**src/design/pdc_pkg.sv**
```systemverilog
`default_nettype none

package pdc_pkg;

    // Fixed field widths of the controller.
    localparam int GAIN_W  = 16;
    localparam int DATA_W  = 16;
    localparam int ERR_W   = 18;
    localparam int DERIV_W = 19;
    localparam int CFG_IDX_W = 3;

    // Register indexes on the configuration port.
    typedef enum logic [CFG_IDX_W-1:0] {
        CFG_GAIN_P     = 3'd0,
        CFG_GAIN_I     = 3'd1,
        CFG_GAIN_D     = 3'd2,
        CFG_SETPOINT   = 3'd3,
        CFG_PWM_PERIOD = 3'd4
    } t_cfg_index;

    // Reset values: Kp = -20.0, Ki = 0.0, Kd = about 0.1 in Q7.8.
    localparam logic [GAIN_W-1:0] GAIN_P_RST     = 16'hEC00;
    localparam logic [GAIN_W-1:0] GAIN_I_RST     = 16'h0000;
    localparam logic [GAIN_W-1:0] GAIN_D_RST     = 16'h001A;
    localparam logic [DATA_W-1:0] SETPOINT_RST   = 16'd40;
    localparam logic [DATA_W-1:0] PWM_PERIOD_RST = 16'd1000;

    typedef struct packed {
        logic [GAIN_W-1:0] gain_p;
        logic [GAIN_W-1:0] gain_i;
        logic [GAIN_W-1:0] gain_d;
        logic [DATA_W-1:0] setpoint;
        logic [DATA_W-1:0] pwm_period;
    } t_cfg;

endpackage

`default_nettype wire

```
**src/design/pdc_cfg_regs.sv**
```systemverilog
`default_nettype none

module pdc_cfg_regs (
    input  wire logic                          i_clk,
    input  wire logic                          i_rst_n,
    input  wire logic                          i_cfg_valid,
    input  wire logic [pdc_pkg::CFG_IDX_W-1:0] i_cfg_index,
    input  wire logic [pdc_pkg::DATA_W-1:0]    i_cfg_data,
    output pdc_pkg::t_cfg                      o_cfg
);
    import pdc_pkg::*;

    t_cfg r_cfg;

    always_ff @(posedge i_clk) begin
        if (!i_rst_n) begin
            r_cfg.gain_p     <= GAIN_P_RST;
            r_cfg.gain_i     <= GAIN_I_RST;
            r_cfg.gain_d     <= GAIN_D_RST;
            r_cfg.setpoint   <= SETPOINT_RST;
            r_cfg.pwm_period <= PWM_PERIOD_RST;
        end else if (i_cfg_valid) begin
            case (t_cfg_index'(i_cfg_index))
                CFG_GAIN_P:     r_cfg.gain_p     <= i_cfg_data;
                CFG_GAIN_I:     r_cfg.gain_i     <= i_cfg_data;
                CFG_GAIN_D:     r_cfg.gain_d     <= i_cfg_data;
                CFG_SETPOINT:   r_cfg.setpoint   <= i_cfg_data;
                CFG_PWM_PERIOD: r_cfg.pwm_period <= i_cfg_data;
                default: ;  // Unused indexes are dropped.
            endcase
        end
    end

    assign o_cfg = r_cfg;

endmodule

`default_nettype wire

```
**src/design/pdc_error_stage.sv**
```systemverilog
`default_nettype none

module pdc_error_stage #(
    parameter int SUM_WIDTH = 32
) (
    input  wire logic                       i_clk,
    input  wire logic                       i_rst_n,
    input  wire logic [pdc_pkg::DATA_W-1:0] i_setpoint,
    input  wire logic                       i_valid,
    output logic                            o_ready,
    input  wire logic [pdc_pkg::DATA_W-1:0] i_distance,
    output logic                            o_valid,
    input  wire logic                       i_ready,
    output logic signed [pdc_pkg::ERR_W-1:0]   o_err,
    output logic signed [SUM_WIDTH-1:0]        o_sum,
    output logic signed [pdc_pkg::DERIV_W-1:0] o_deriv
);
    import pdc_pkg::*;

    localparam logic signed [SUM_WIDTH-1:0] SUM_MAX = {1'b0, {(SUM_WIDTH-1){1'b1}}};
    localparam logic signed [SUM_WIDTH-1:0] SUM_MIN = {1'b1, {(SUM_WIDTH-1){1'b0}}};

    logic                       r_valid;
    // r_err also serves as the previous error for the next sample.
    logic signed [ERR_W-1:0]    r_err;
    logic signed [SUM_WIDTH-1:0] r_sum;
    logic signed [DERIV_W-1:0]  r_deriv;

    logic                       w_adv;
    logic signed [ERR_W-1:0]    n_err;
    logic signed [SUM_WIDTH:0]  w_sum_wide;
    logic signed [SUM_WIDTH-1:0] n_sum;
    logic signed [DERIV_W-1:0]  n_deriv;

    always_comb begin
        w_adv   = !r_valid || i_ready;
        n_err   = $signed({2'b00, i_setpoint}) - $signed({2'b00, i_distance});
        w_sum_wide = {r_sum[SUM_WIDTH-1], r_sum}
                   + {{(SUM_WIDTH+1-ERR_W){n_err[ERR_W-1]}}, n_err};
        // The integral saturates instead of wrapping.
        if (w_sum_wide[SUM_WIDTH] != w_sum_wide[SUM_WIDTH-1]) begin
            n_sum = w_sum_wide[SUM_WIDTH] ? SUM_MIN : SUM_MAX;
        end else begin
            n_sum = w_sum_wide[SUM_WIDTH-1:0];
        end
        n_deriv = {n_err[ERR_W-1], n_err} - {r_err[ERR_W-1], r_err};
    end

    always_ff @(posedge i_clk) begin
        if (!i_rst_n) begin
            r_valid <= 1'b0;
            r_err   <= '0;
            r_sum   <= '0;
        end else if (w_adv) begin
            r_valid <= i_valid;
            if (i_valid) begin
                r_err <= n_err;
                r_sum <= n_sum;
            end
        end
    end

    always_ff @(posedge i_clk) begin
        if (w_adv && i_valid) begin
            r_deriv <= n_deriv;
        end
    end

    assign o_ready = w_adv;
    assign o_valid = r_valid;
    assign o_err   = r_err;
    assign o_sum   = r_sum;
    assign o_deriv = r_deriv;

endmodule

`default_nettype wire

```
**src/design/pdc_gain_stage.sv**
```systemverilog
`default_nettype none

module pdc_gain_stage #(
    parameter int SUM_WIDTH = 32
) (
    input  wire logic                              i_clk,
    input  wire logic                              i_rst_n,
    input  wire pdc_pkg::t_cfg                     i_cfg,
    input  wire logic                              i_valid,
    output logic                                   o_ready,
    input  wire logic signed [pdc_pkg::ERR_W-1:0]   i_err,
    input  wire logic signed [SUM_WIDTH-1:0]        i_sum,
    input  wire logic signed [pdc_pkg::DERIV_W-1:0] i_deriv,
    output logic                                   o_valid,
    input  wire logic                              i_ready,
    output logic signed [pdc_pkg::GAIN_W+pdc_pkg::ERR_W-1:0]   o_prod_p,
    output logic signed [pdc_pkg::GAIN_W+SUM_WIDTH-1:0]        o_prod_i,
    output logic signed [pdc_pkg::GAIN_W+pdc_pkg::DERIV_W-1:0] o_prod_d
);
    import pdc_pkg::*;

    localparam int PP_W = GAIN_W + ERR_W;
    localparam int PI_W = GAIN_W + SUM_WIDTH;
    localparam int PD_W = GAIN_W + DERIV_W;

    logic                   r_valid;
    logic signed [PP_W-1:0] r_prod_p;
    logic signed [PI_W-1:0] r_prod_i;
    logic signed [PD_W-1:0] r_prod_d;

    logic                   w_adv;
    logic signed [PP_W-1:0] n_prod_p;
    logic signed [PI_W-1:0] n_prod_i;
    logic signed [PD_W-1:0] n_prod_d;

    always_comb begin
        w_adv    = !r_valid || i_ready;
        n_prod_p = $signed(i_cfg.gain_p) * i_err;
        n_prod_i = $signed(i_cfg.gain_i) * i_sum;
        n_prod_d = $signed(i_cfg.gain_d) * i_deriv;
    end

    always_ff @(posedge i_clk) begin
        if (!i_rst_n) begin
            r_valid <= 1'b0;
        end else if (w_adv) begin
            r_valid <= i_valid;
        end
    end

    always_ff @(posedge i_clk) begin
        if (w_adv && i_valid) begin
            r_prod_p <= n_prod_p;
            r_prod_i <= n_prod_i;
            r_prod_d <= n_prod_d;
        end
    end

    assign o_ready  = w_adv;
    assign o_valid  = r_valid;
    assign o_prod_p = r_prod_p;
    assign o_prod_i = r_prod_i;
    assign o_prod_d = r_prod_d;

endmodule

`default_nettype wire

```
**src/design/pdc_output_stage.sv**
```systemverilog
`default_nettype none

module pdc_output_stage #(
    parameter int GAIN_FRAC_BITS = 8,
    parameter int SUM_WIDTH      = 32
) (
    input  wire logic                       i_clk,
    input  wire logic                       i_rst_n,
    input  wire logic [pdc_pkg::DATA_W-1:0] i_pwm_period,
    input  wire logic                       i_valid,
    output logic                            o_ready,
    input  wire logic signed [pdc_pkg::GAIN_W+pdc_pkg::ERR_W-1:0]   i_prod_p,
    input  wire logic signed [pdc_pkg::GAIN_W+SUM_WIDTH-1:0]        i_prod_i,
    input  wire logic signed [pdc_pkg::GAIN_W+pdc_pkg::DERIV_W-1:0] i_prod_d,
    output logic                            o_valid,
    input  wire logic                       i_stall,
    output logic [pdc_pkg::DATA_W-1:0]      o_duty
);
    import pdc_pkg::*;

    localparam int PP_W  = GAIN_W + ERR_W;
    localparam int PI_W  = GAIN_W + SUM_WIDTH;
    localparam int PD_W  = GAIN_W + DERIV_W;
    localparam int MAX_W = (PI_W > PD_W) ? PI_W : PD_W;
    localparam int ACC_W = MAX_W + 2;
    localparam int Q_W   = ACC_W - GAIN_FRAC_BITS;

    logic              r_valid;
    logic [DATA_W-1:0] r_duty;

    logic              w_adv;
    logic signed [ACC_W-1:0] w_acc;
    logic [Q_W-1:0]    w_quot;
    logic [DATA_W-1:0] w_top;
    logic [DATA_W-1:0] n_duty;

    always_comb begin
        w_adv = !r_valid || !i_stall;
        w_acc = {{(ACC_W-PP_W){i_prod_p[PP_W-1]}}, i_prod_p}
              + {{(ACC_W-PI_W){i_prod_i[PI_W-1]}}, i_prod_i}
              + {{(ACC_W-PD_W){i_prod_d[PD_W-1]}}, i_prod_d};
        w_quot = w_acc[ACC_W-1:GAIN_FRAC_BITS];
        // A zero period behaves like a period of one.
        w_top  = (i_pwm_period == '0) ? '0 : i_pwm_period - 1'b1;
        // A negative sum scales (rounding down) to a value below zero,
        // which clamps to zero, so only the non-negative case needs scaling.
        if (w_acc[ACC_W-1]) begin
            n_duty = '0;
        end else if (w_quot > Q_W'(w_top)) begin
            n_duty = w_top;
        end else begin
            n_duty = w_quot[DATA_W-1:0];
        end
    end

    always_ff @(posedge i_clk) begin
        if (!i_rst_n) begin
            r_valid <= 1'b0;
        end else if (w_adv) begin
            r_valid <= i_valid;
        end
    end

    always_ff @(posedge i_clk) begin
        if (w_adv && i_valid) begin
            r_duty <= n_duty;
        end
    end

    assign o_ready = w_adv;
    assign o_valid = r_valid;
    assign o_duty  = r_duty;

endmodule

`default_nettype wire

```
**src/design/pid_duty_controller_core.sv**
```systemverilog
// PID duty controller. Each request on the input channel carries one distance
// sample; the block answers with one PWM duty value per sample, in order.
// The input channel uses i_valid with o_stall, the result channel o_valid
// with i_stall; a request moves at a clock edge where valid is high and
// stall is low. Gains, setpoint and PWM period are written through the
// configuration channel (i_cfg_valid, o_cfg_ready, i_cfg_index, i_cfg_data),
// which is always ready; write it only while no sample is in flight.
// The block is a four-register pipeline: input register, error/integral
// register, product register and result register. Each sample passes through
// these registers in order to o_duty; one sample can be taken every cycle while
// o_stall is low. The integral update is a single add-and-saturate, so it
// never holds the pipeline back. When the receiver stalls, stages fill up
// behind the result register and o_stall rises once all four hold a request;
// bubbles are squeezed out first. Synchronous reset empties the pipeline,
// clears the integral and previous error, and loads the default gains
// (Kp -20.0, Ki 0, Kd about 0.1), setpoint 40 and period 1000.
`default_nettype none

module pid_duty_controller_core #(
    parameter int GAIN_FRAC_BITS = 8,
    parameter int SUM_WIDTH      = 32
) (
    input  wire logic                          i_clk,
    input  wire logic                          i_rst_n,
    // Sample input.
    input  wire logic                          i_valid,
    output logic                               o_stall,
    input  wire logic [pdc_pkg::DATA_W-1:0]    i_distance,
    // Duty output.
    output logic                               o_valid,
    input  wire logic                          i_stall,
    output logic [pdc_pkg::DATA_W-1:0]         o_duty,
    // Configuration writes.
    input  wire logic                          i_cfg_valid,
    output logic                               o_cfg_ready,
    input  wire logic [pdc_pkg::CFG_IDX_W-1:0] i_cfg_index,
    input  wire logic [pdc_pkg::DATA_W-1:0]    i_cfg_data
);
    import pdc_pkg::*;

    t_cfg w_cfg;

    // Input register.
    logic              r_in_valid;
    logic [DATA_W-1:0] r_distance;
    logic              w_in_adv;

    // Error stage to gain stage.
    logic                     w_err_ready;
    logic                     w_err_valid;
    logic signed [ERR_W-1:0]     w_err;
    logic signed [SUM_WIDTH-1:0] w_sum;
    logic signed [DERIV_W-1:0]   w_deriv;

    // Gain stage to output stage.
    logic w_gain_ready;
    logic w_gain_valid;
    logic signed [GAIN_W+ERR_W-1:0]     w_prod_p;
    logic signed [GAIN_W+SUM_WIDTH-1:0] w_prod_i;
    logic signed [GAIN_W+DERIV_W-1:0]   w_prod_d;
    logic w_out_ready;

    assign o_cfg_ready = 1'b1;

    pdc_cfg_regs u_cfg (
        .i_clk       (i_clk),
        .i_rst_n     (i_rst_n),
        .i_cfg_valid (i_cfg_valid),
        .i_cfg_index (i_cfg_index),
        .i_cfg_data  (i_cfg_data),
        .o_cfg       (w_cfg)
    );

    // The input register holds the sample so the error logic
    // sees a registered operand.
    assign w_in_adv = !r_in_valid || w_err_ready;
    assign o_stall  = !w_in_adv;

    always_ff @(posedge i_clk) begin
        if (!i_rst_n) begin
            r_in_valid <= 1'b0;
        end else if (w_in_adv) begin
            r_in_valid <= i_valid;
        end
    end

    always_ff @(posedge i_clk) begin
        if (w_in_adv && i_valid) begin
            r_distance <= i_distance;
        end
    end

    // Error, saturating integral and derivative; holds the loop state.
    pdc_error_stage #(
        .SUM_WIDTH (SUM_WIDTH)
    ) u_error (
        .i_clk      (i_clk),
        .i_rst_n    (i_rst_n),
        .i_setpoint (w_cfg.setpoint),
        .i_valid    (r_in_valid),
        .o_ready    (w_err_ready),
        .i_distance (r_distance),
        .o_valid    (w_err_valid),
        .i_ready    (w_gain_ready),
        .o_err      (w_err),
        .o_sum      (w_sum),
        .o_deriv    (w_deriv)
    );

    // Three gain multiplications in parallel, each registered.
    pdc_gain_stage #(
        .SUM_WIDTH (SUM_WIDTH)
    ) u_gain (
        .i_clk    (i_clk),
        .i_rst_n  (i_rst_n),
        .i_cfg    (w_cfg),
        .i_valid  (w_err_valid),
        .o_ready  (w_gain_ready),
        .i_err    (w_err),
        .i_sum    (w_sum),
        .i_deriv  (w_deriv),
        .o_valid  (w_gain_valid),
        .i_ready  (w_out_ready),
        .o_prod_p (w_prod_p),
        .o_prod_i (w_prod_i),
        .o_prod_d (w_prod_d)
    );

    // Sum of terms, fixed-point scaling and clamp into the result register.
    pdc_output_stage #(
        .GAIN_FRAC_BITS (GAIN_FRAC_BITS),
        .SUM_WIDTH      (SUM_WIDTH)
    ) u_output (
        .i_clk        (i_clk),
        .i_rst_n      (i_rst_n),
        .i_pwm_period (w_cfg.pwm_period),
        .i_valid      (w_gain_valid),
        .o_ready      (w_out_ready),
        .i_prod_p     (w_prod_p),
        .i_prod_i     (w_prod_i),
        .i_prod_d     (w_prod_d),
        .o_valid      (o_valid),
        .i_stall      (i_stall),
        .o_duty       (o_duty)
    );

endmodule

`default_nettype wire
```
**config.mk**
```make
export PLATFORM = sky130hd
export DESIGN_NAME = pid_duty_controller_core
export DESIGN_NICKNAME = d
export VERILOG_FILES = /design/src/design/pdc_pkg.sv /design/src/design/pdc_cfg_regs.sv /design/src/design/pdc_error_stage.sv /design/src/design/pdc_gain_stage.sv /design/src/design/pdc_output_stage.sv /design/src/design/pid_duty_controller_core.sv
export SDC_FILE = /design/constraint.sdc
export NUM_CORES = 2
export LEC_CHECK = 0
export BUFFER_PORTS_ARGS = -buffer_cell sky130_fd_sc_hd__buf_2
export CAP_MARGIN = 25
export CORE_MARGIN = 2
export CORE_UTILIZATION = 50
export CTS_CLUSTER_DIAMETER = 150
export CTS_CLUSTER_SIZE = 16
export DETAILED_ROUTE_END_ITERATION = 16
export PLACE_DENSITY = 0.65
export SLEW_MARGIN = 20
export SYNTH_ARGS = -nofsm -noshare
export SYNTH_HDL_FRONTEND = slang
export SYNTH_HIERARCHICAL = 1
export SYNTH_SLANG_ARGS = --single-unit
```
**constraint.sdc**
```tcl
create_clock -name i_clk -period 9.19 [get_ports i_clk]
set_input_delay 1.838 -clock i_clk [delete_from_list [all_inputs] [get_ports i_clk]]
set_output_delay 1.838 -clock i_clk [all_outputs]
set_load 0.005 [all_outputs]
```
== After elaboration in Yosys (flattened, before gate mapping) ==
Index checks and enable logic that the tools add are counted.

* Register bits: 301

* Add/sub/neg operators: 6
* Multipliers: 3
* Magnitude comparators: 1
* Equality and inequality tests: 5
* Mux-type cells: 4
* Reduce and logical (&&, ||, !) cells: 22

{| class="wikitable"
|+ Operators with widths
! kind !! number
|-
| 2-to-1 mux 32 bit || 2
|-
| adder 50 bit || 1
|-
| adder 34 x 48 -> 49 bit || 1
|-
| multiplier 16 x 32 -> 48 bit || 1
|-
| > comparator 42 x 16 -> 1 bit || 1
|-
| multiplier 16 x 19 -> 35 bit || 1
|-
| adder 32 x 17 -> 33 bit || 1
|-
| multiplier 16 x 17 -> 33 bit || 1
|-
| 2-to-1 mux 16 bit || 2
|-
| subtractor 17 x 17 -> 18 bit || 1
|-
| subtractor 16 x 16 -> 17 bit || 1
|-
| logical NOT 16 bit || 1
|-
| subtractor 16 x 1 -> 16 bit, second input constant || 1
|-
| AND reduction 2 bit || 6
|-
| == test 3 x 2 -> 1 bit, second input constant || 2
|-
| logical NOT 1 bit || 6
|-
| logical AND 1 bit || 4
|-
| logical OR 1 bit || 4
|-
| == test 3 x 1 -> 1 bit, second input constant || 1
|-
| == test 3 bit, second input constant || 1
|-
| logical NOT 3 bit || 1
|-
| != test 1 bit || 1
|}

== Longest topological paths before layout ==
* Depth in word-level cells: 6
* Gate-level depth with buffers: 26

== Cells and area by module ==
The synthesis kept the hierarchy.

{| class="wikitable"
|+ Modules (own cells, without submodules)
! module !! times used !! cells an instance !! area each (µm²)
|-
| pdc_gain_stage || 1 || 4603 || 43326.6
|-
| pdc_error_stage || 1 || 753 || 6048.3
|-
| pdc_output_stage || 1 || 705 || 5669.2
|-
| pdc_cfg_regs || 1 || 298 || 3113.0
|-
| pid_duty_controller_core || 1 || 22 || 539.3
|}

== Worst setup path before layout ==
Ideal clock, no wire load.

* Path type: register to register
* From: register u_cfg.r_cfg, in the netlist u_cfg/o_cfg[70]
* To: register u_gain.r_prod_p[32] (netlist: u_gain/o_prod_p[32]) (data pin)
* Library setup time: 0.260 ns
* Arrival: 6.406 ns
* Data required time: 8.930 ns
* Setup slack: 2.524 ns
* Stages on the path, launching flop included: 25
* Path buffers: 2
* Cells stage by stage: dfxtp_1 -> clkbuf_1 -> clkbuf_1 -> nand2_1 -> fa_1 -> inv_1 -> fa_1 -> inv_1 -> fa_1 -> fa_1 -> inv_1 -> fa_1 -> inv_1 -> fa_1 -> inv_1 -> ha_1 -> a21o_1 -> a21o_1 -> a21o_1 -> a2111o_1 -> a221oi_2 -> a31oi_1 -> a41o_1 -> a221oi_2 -> xnor2_1

* Cells in the longest elaborated chain, start to end: 1

{| class="wikitable"
|+ RTL lines
! element !! line !! source
|-
| start, declared || pdc_cfg_regs.sv:13 || <nowiki>t_cfg r_cfg;</nowiki>
|-
| multiplier 16 x 17 -> 33 bit || pdc_gain_stage.sv:38 || <nowiki>n_prod_p = $signed(i_cfg.gain_p) * i_err;</nowiki>
|-
| named net u_gain.n_prod_p[32] || pdc_gain_stage.sv:32 || <nowiki>logic signed [PP_W-1:0] n_prod_p;</nowiki>
|-
| end signal, assigned || pdc_gain_stage.sv:53 || <nowiki>r_prod_p <= n_prod_p;</nowiki>
|-
| end, declared || pdc_gain_stage.sv:27 || <nowiki>logic signed [PP_W-1:0] r_prod_p;</nowiki>
|}

The timed path passes the listed nets, and every way through them passes these cells.
A chain may end at the register's enable or synchronous reset.

== Final worst setup path ==
* From: register u_cfg.r_cfg, in the netlist u_cfg/o_cfg[55]
* To: register u_gain.r_prod_i[46] (netlist: u_gain/o_prod_i[46]) (data pin)

* Cells in the longest elaborated chain, start to end: 1

{| class="wikitable"
|+ RTL lines
! element !! line !! source
|-
| multiplier 16 x 32 -> 48 bit || pdc_gain_stage.sv:39 || <nowiki>n_prod_i = $signed(i_cfg.gain_i) * i_sum;</nowiki>
|-
| named net u_gain.n_prod_i[46] || pdc_gain_stage.sv:33 || <nowiki>logic signed [PI_W-1:0] n_prod_i;</nowiki>
|-
| end signal, assigned || pdc_gain_stage.sv:54 || <nowiki>r_prod_i <= n_prod_i;</nowiki>
|-
| end, declared || pdc_gain_stage.sv:28 || <nowiki>logic signed [PI_W-1:0] r_prod_i;</nowiki>
|}

The timed path passes the listed nets, and every way through them passes these cells.

==> summary.txt <==
Post-synth ARST share: 0%
First-pass DRT Iterations: 6
Worst reg2reg setup slack: 1650 ps
Crit path time final: 7540 ps
Met3 usage: 3.118%
Slew @ Worst Pin: 1114 ps
Worst-path clk slew: 80 ps
CTS Buffer Depth: 3
Worst skew pair latency: 600 ps
Register area share after synthesis: 13.08%
P_leak: 29.90 nW
Clock Root Buffer: clkbuf_16
Dpl cells: 7746
Arr. time, crit path: 7850 ps
Starting Density: 50.44%
Syn Area/Cell: 9.199 µm²
Run status: completed
Slew Viols, Final: 0
RR Startpoint: u_cfg/o_cfg[55]
RSZ-0062 raised after global routing: no
Met2 usage: 46.98%
Met1 Use GR: 37.94%
First-pass GRT wire length: 262200 µm
Fillers: 10850
DIE HEIGHT: 346.6 µm
Syn nets: 7970
Kind of critical path: reg2reg
Setup TNS: 0 ps
CP Capture Type: flop
Num rows: 125
Yosys top cell by area: fa_1
Post-Syn Instances: 6381
I/O Buffers: 57
DRT iter0 DRCs: 3264
Most common cell in the netlist: inv_1
Postcts setup bufs: 0
Post-synth EDFFs: 167
Worst Path Max Fanout: 17
Number of remaining DRC errors: 0
Sink Count: 300
Antenna Nets Post-Route: 0
Post-DP HPWL: 130600 µm
TritonCTS buffer count: 23
Final setup viols: 0
Hold buffer count at CTS: 0
All-Layer GR Usage: 28.02%
Startpoint types: flop
Area contributors post-synth: fa_1 39%, ha_1 8.9%, inv_1 8.7%
IO Pins: 59
Main synth FF type: edfxtp_1
Htree depth: 1
Global route overflow: 0
Critical Path RT: 9500 ps
Post-Syn Area: 58700 µm²
Vias in the first global route: 45730
Clock skew: 38.69 ps
GP Congestion: 0.9655
Gr busiest metal: met2
Register Area: 7685 µm²
Via count: 43360
Via/cell ratio: 5.560
Synth top area share: 38.54%
Synthesis warning total: 6
VDD IR max: 0.2128 mV
Die width: 346.6 µm
Yosys reg bits: 300
Largest net degree at the start of global routing: 86
Maxcap violations: 0
Core box area: 116400 µm²
CTS tree: built
Final std cells w/o fill: 7798
Worst R2R Path Depth: 21
FMAX: 0.1326 GHz
Share of post-route cells with drive strength above 1: 3.413%
Hold Violations, Final: 0
Commonest cells post-synth: 1354 x inv_1, 1130 x fa_1, 858 x nand2_1
Crit Reg-Reg Endpoint: u_gain/o_prod_i[46]
Worst setup path startpoint: u_cfg/o_cfg[55]
Number of gates resized after cts: 0
Hold crit path type: reg2reg
Power density over cell area: 201.2 nW/µm²
# nets final: 7843
Netlist cell types: 104
Multi-input gate area: 44830 µm²
CP endpoint: u_gain/o_prod_i[46]
Full die area: 120100 µm²
Synth-to-Final Area Change: 3.807%
Rel. slew slack: 25.63%
Final wirelength: 164300 µm
DR WL/cell: 21.07 µm
Initial antenna violation count: 7
Final Core Density: 52.36%
Tcrit/Tclk final: 82.04%
sequential cells by signal, indices dropped and copies added (netlist names):
name              cells
u_cfg/o_cfg          80
r_distance           16
u_output/o_valid      1
r_in_valid            1
u_gain/o_prod_i      48
u_error/o_deriv      18
u_gain/o_prod_d      35
u_gain/o_valid        1
u_error/o_err        17
u_output/o_duty      16
u_error/o_valid       1
u_error/o_sum        32
u_gain/o_prod_p      34
cell families after synthesis:
kind of cell,count (synthesis),share of synthesized area (%)
multiplexers,113,1.950
flip-flops,300,13.08
AND/OR/NAND/NOR,1810,14.99
XOR/XNOR,211,3.148
AO/OA/AOI/OAI,782,8.744
adder cells (fa/ha/maj),1549,47.47
buffers and inverters,1615,10.60
other,1,0.006389
how the worst min path moves through the flow:
stage                               start         endpoint  slack, ps  cells past startpoint
after floorplan           u_cfg/o_cfg[68]  u_cfg/o_cfg[68]        430                      2
after global placement    u_cfg/o_cfg[24]  u_cfg/o_cfg[24]        450                      2
after detailed placement       r_in_valid  u_error/o_valid        460                      2
after CTS                 u_cfg/o_cfg[27]  u_cfg/o_cfg[27]        470                      2
after global routing      u_cfg/o_cfg[25]  u_cfg/o_cfg[25]        490                      2
final                     u_cfg/o_cfg[27]  u_cfg/o_cfg[27]        470                      2
cell usage in the layout (no fill, tap or decap), types with 35 or more instances in the layout:
master       n
a21o_1      93
a21oi_1    270
and2_1     437
buf_2       56
buf_4       45
dfxtp_1    127
edfxtp_1   167
fa_1      1130
ha_1       419
inv_1     1353
mux2i_1    105
nand2_1    858
nand2b_1    58
nand3_1     46
nor2_1     169
nor2b_1     60
o21ai_0    122
o21bai_1    35
o22ai_1     36
xnor2_1    147
xor2_1      64
where the power goes:
part	total [W]	switching [W]	internal [W]
registers	0.00221	0.000409	0.00180
clock network	0.00105	0.000559	0.000494
logic	0.00899	0.00554	0.00345
area by class of cell:
cell class              count  share of cell area [%]
clock inverters             3                 0.06571
well taps                1524                   3.129
flip-flops and latches    300                   12.61
multi-input cells        4466                   73.58
inverters                1355                   8.347
diodes                      4                 0.01643
clock buffers              38                   1.070
repair buffers            108                   1.177
critical path, cell delays in order (launching register included):
cell       delay [ps]
dfxtp_1           930
buf_4             350
nand2_1           110
fa_1              580
inv_1              60
fa_1              480
fa_1              570
fa_1              430
fa_1              500
inv_1              60
fa_1              600
inv_1              80
ha_1              380
a21o_1            190
a21o_1            170
a21oi_1           150
o22ai_1           100
a2111oi_0         520
a21oi_1           270
a211oi_1          440
o31ai_1           130
xor2_1            150
per-stage QoR:
stage               total power, W  hold WS, ps  worst slack (ps)  area [µm²]
floorplan                 0.008496        433.5              2524       58700
global placement           0.01095        450.3              1920       60130
detailed placement         0.01100        458.4              1901       60130
CTS                        0.01213        469.2              1838       60820
global route               0.01334        493.1              1326       60920
finish                     0.01226        466.4              1650       60930
routing by layer:
metal  wire length (µm)  part of all wire [%]
met1              68680                    42
met2              77900                    47
met3              11180                   6.8
met4               6530                   4.0
met5                 28                 0.017
(Power assumes the default switching activity.)
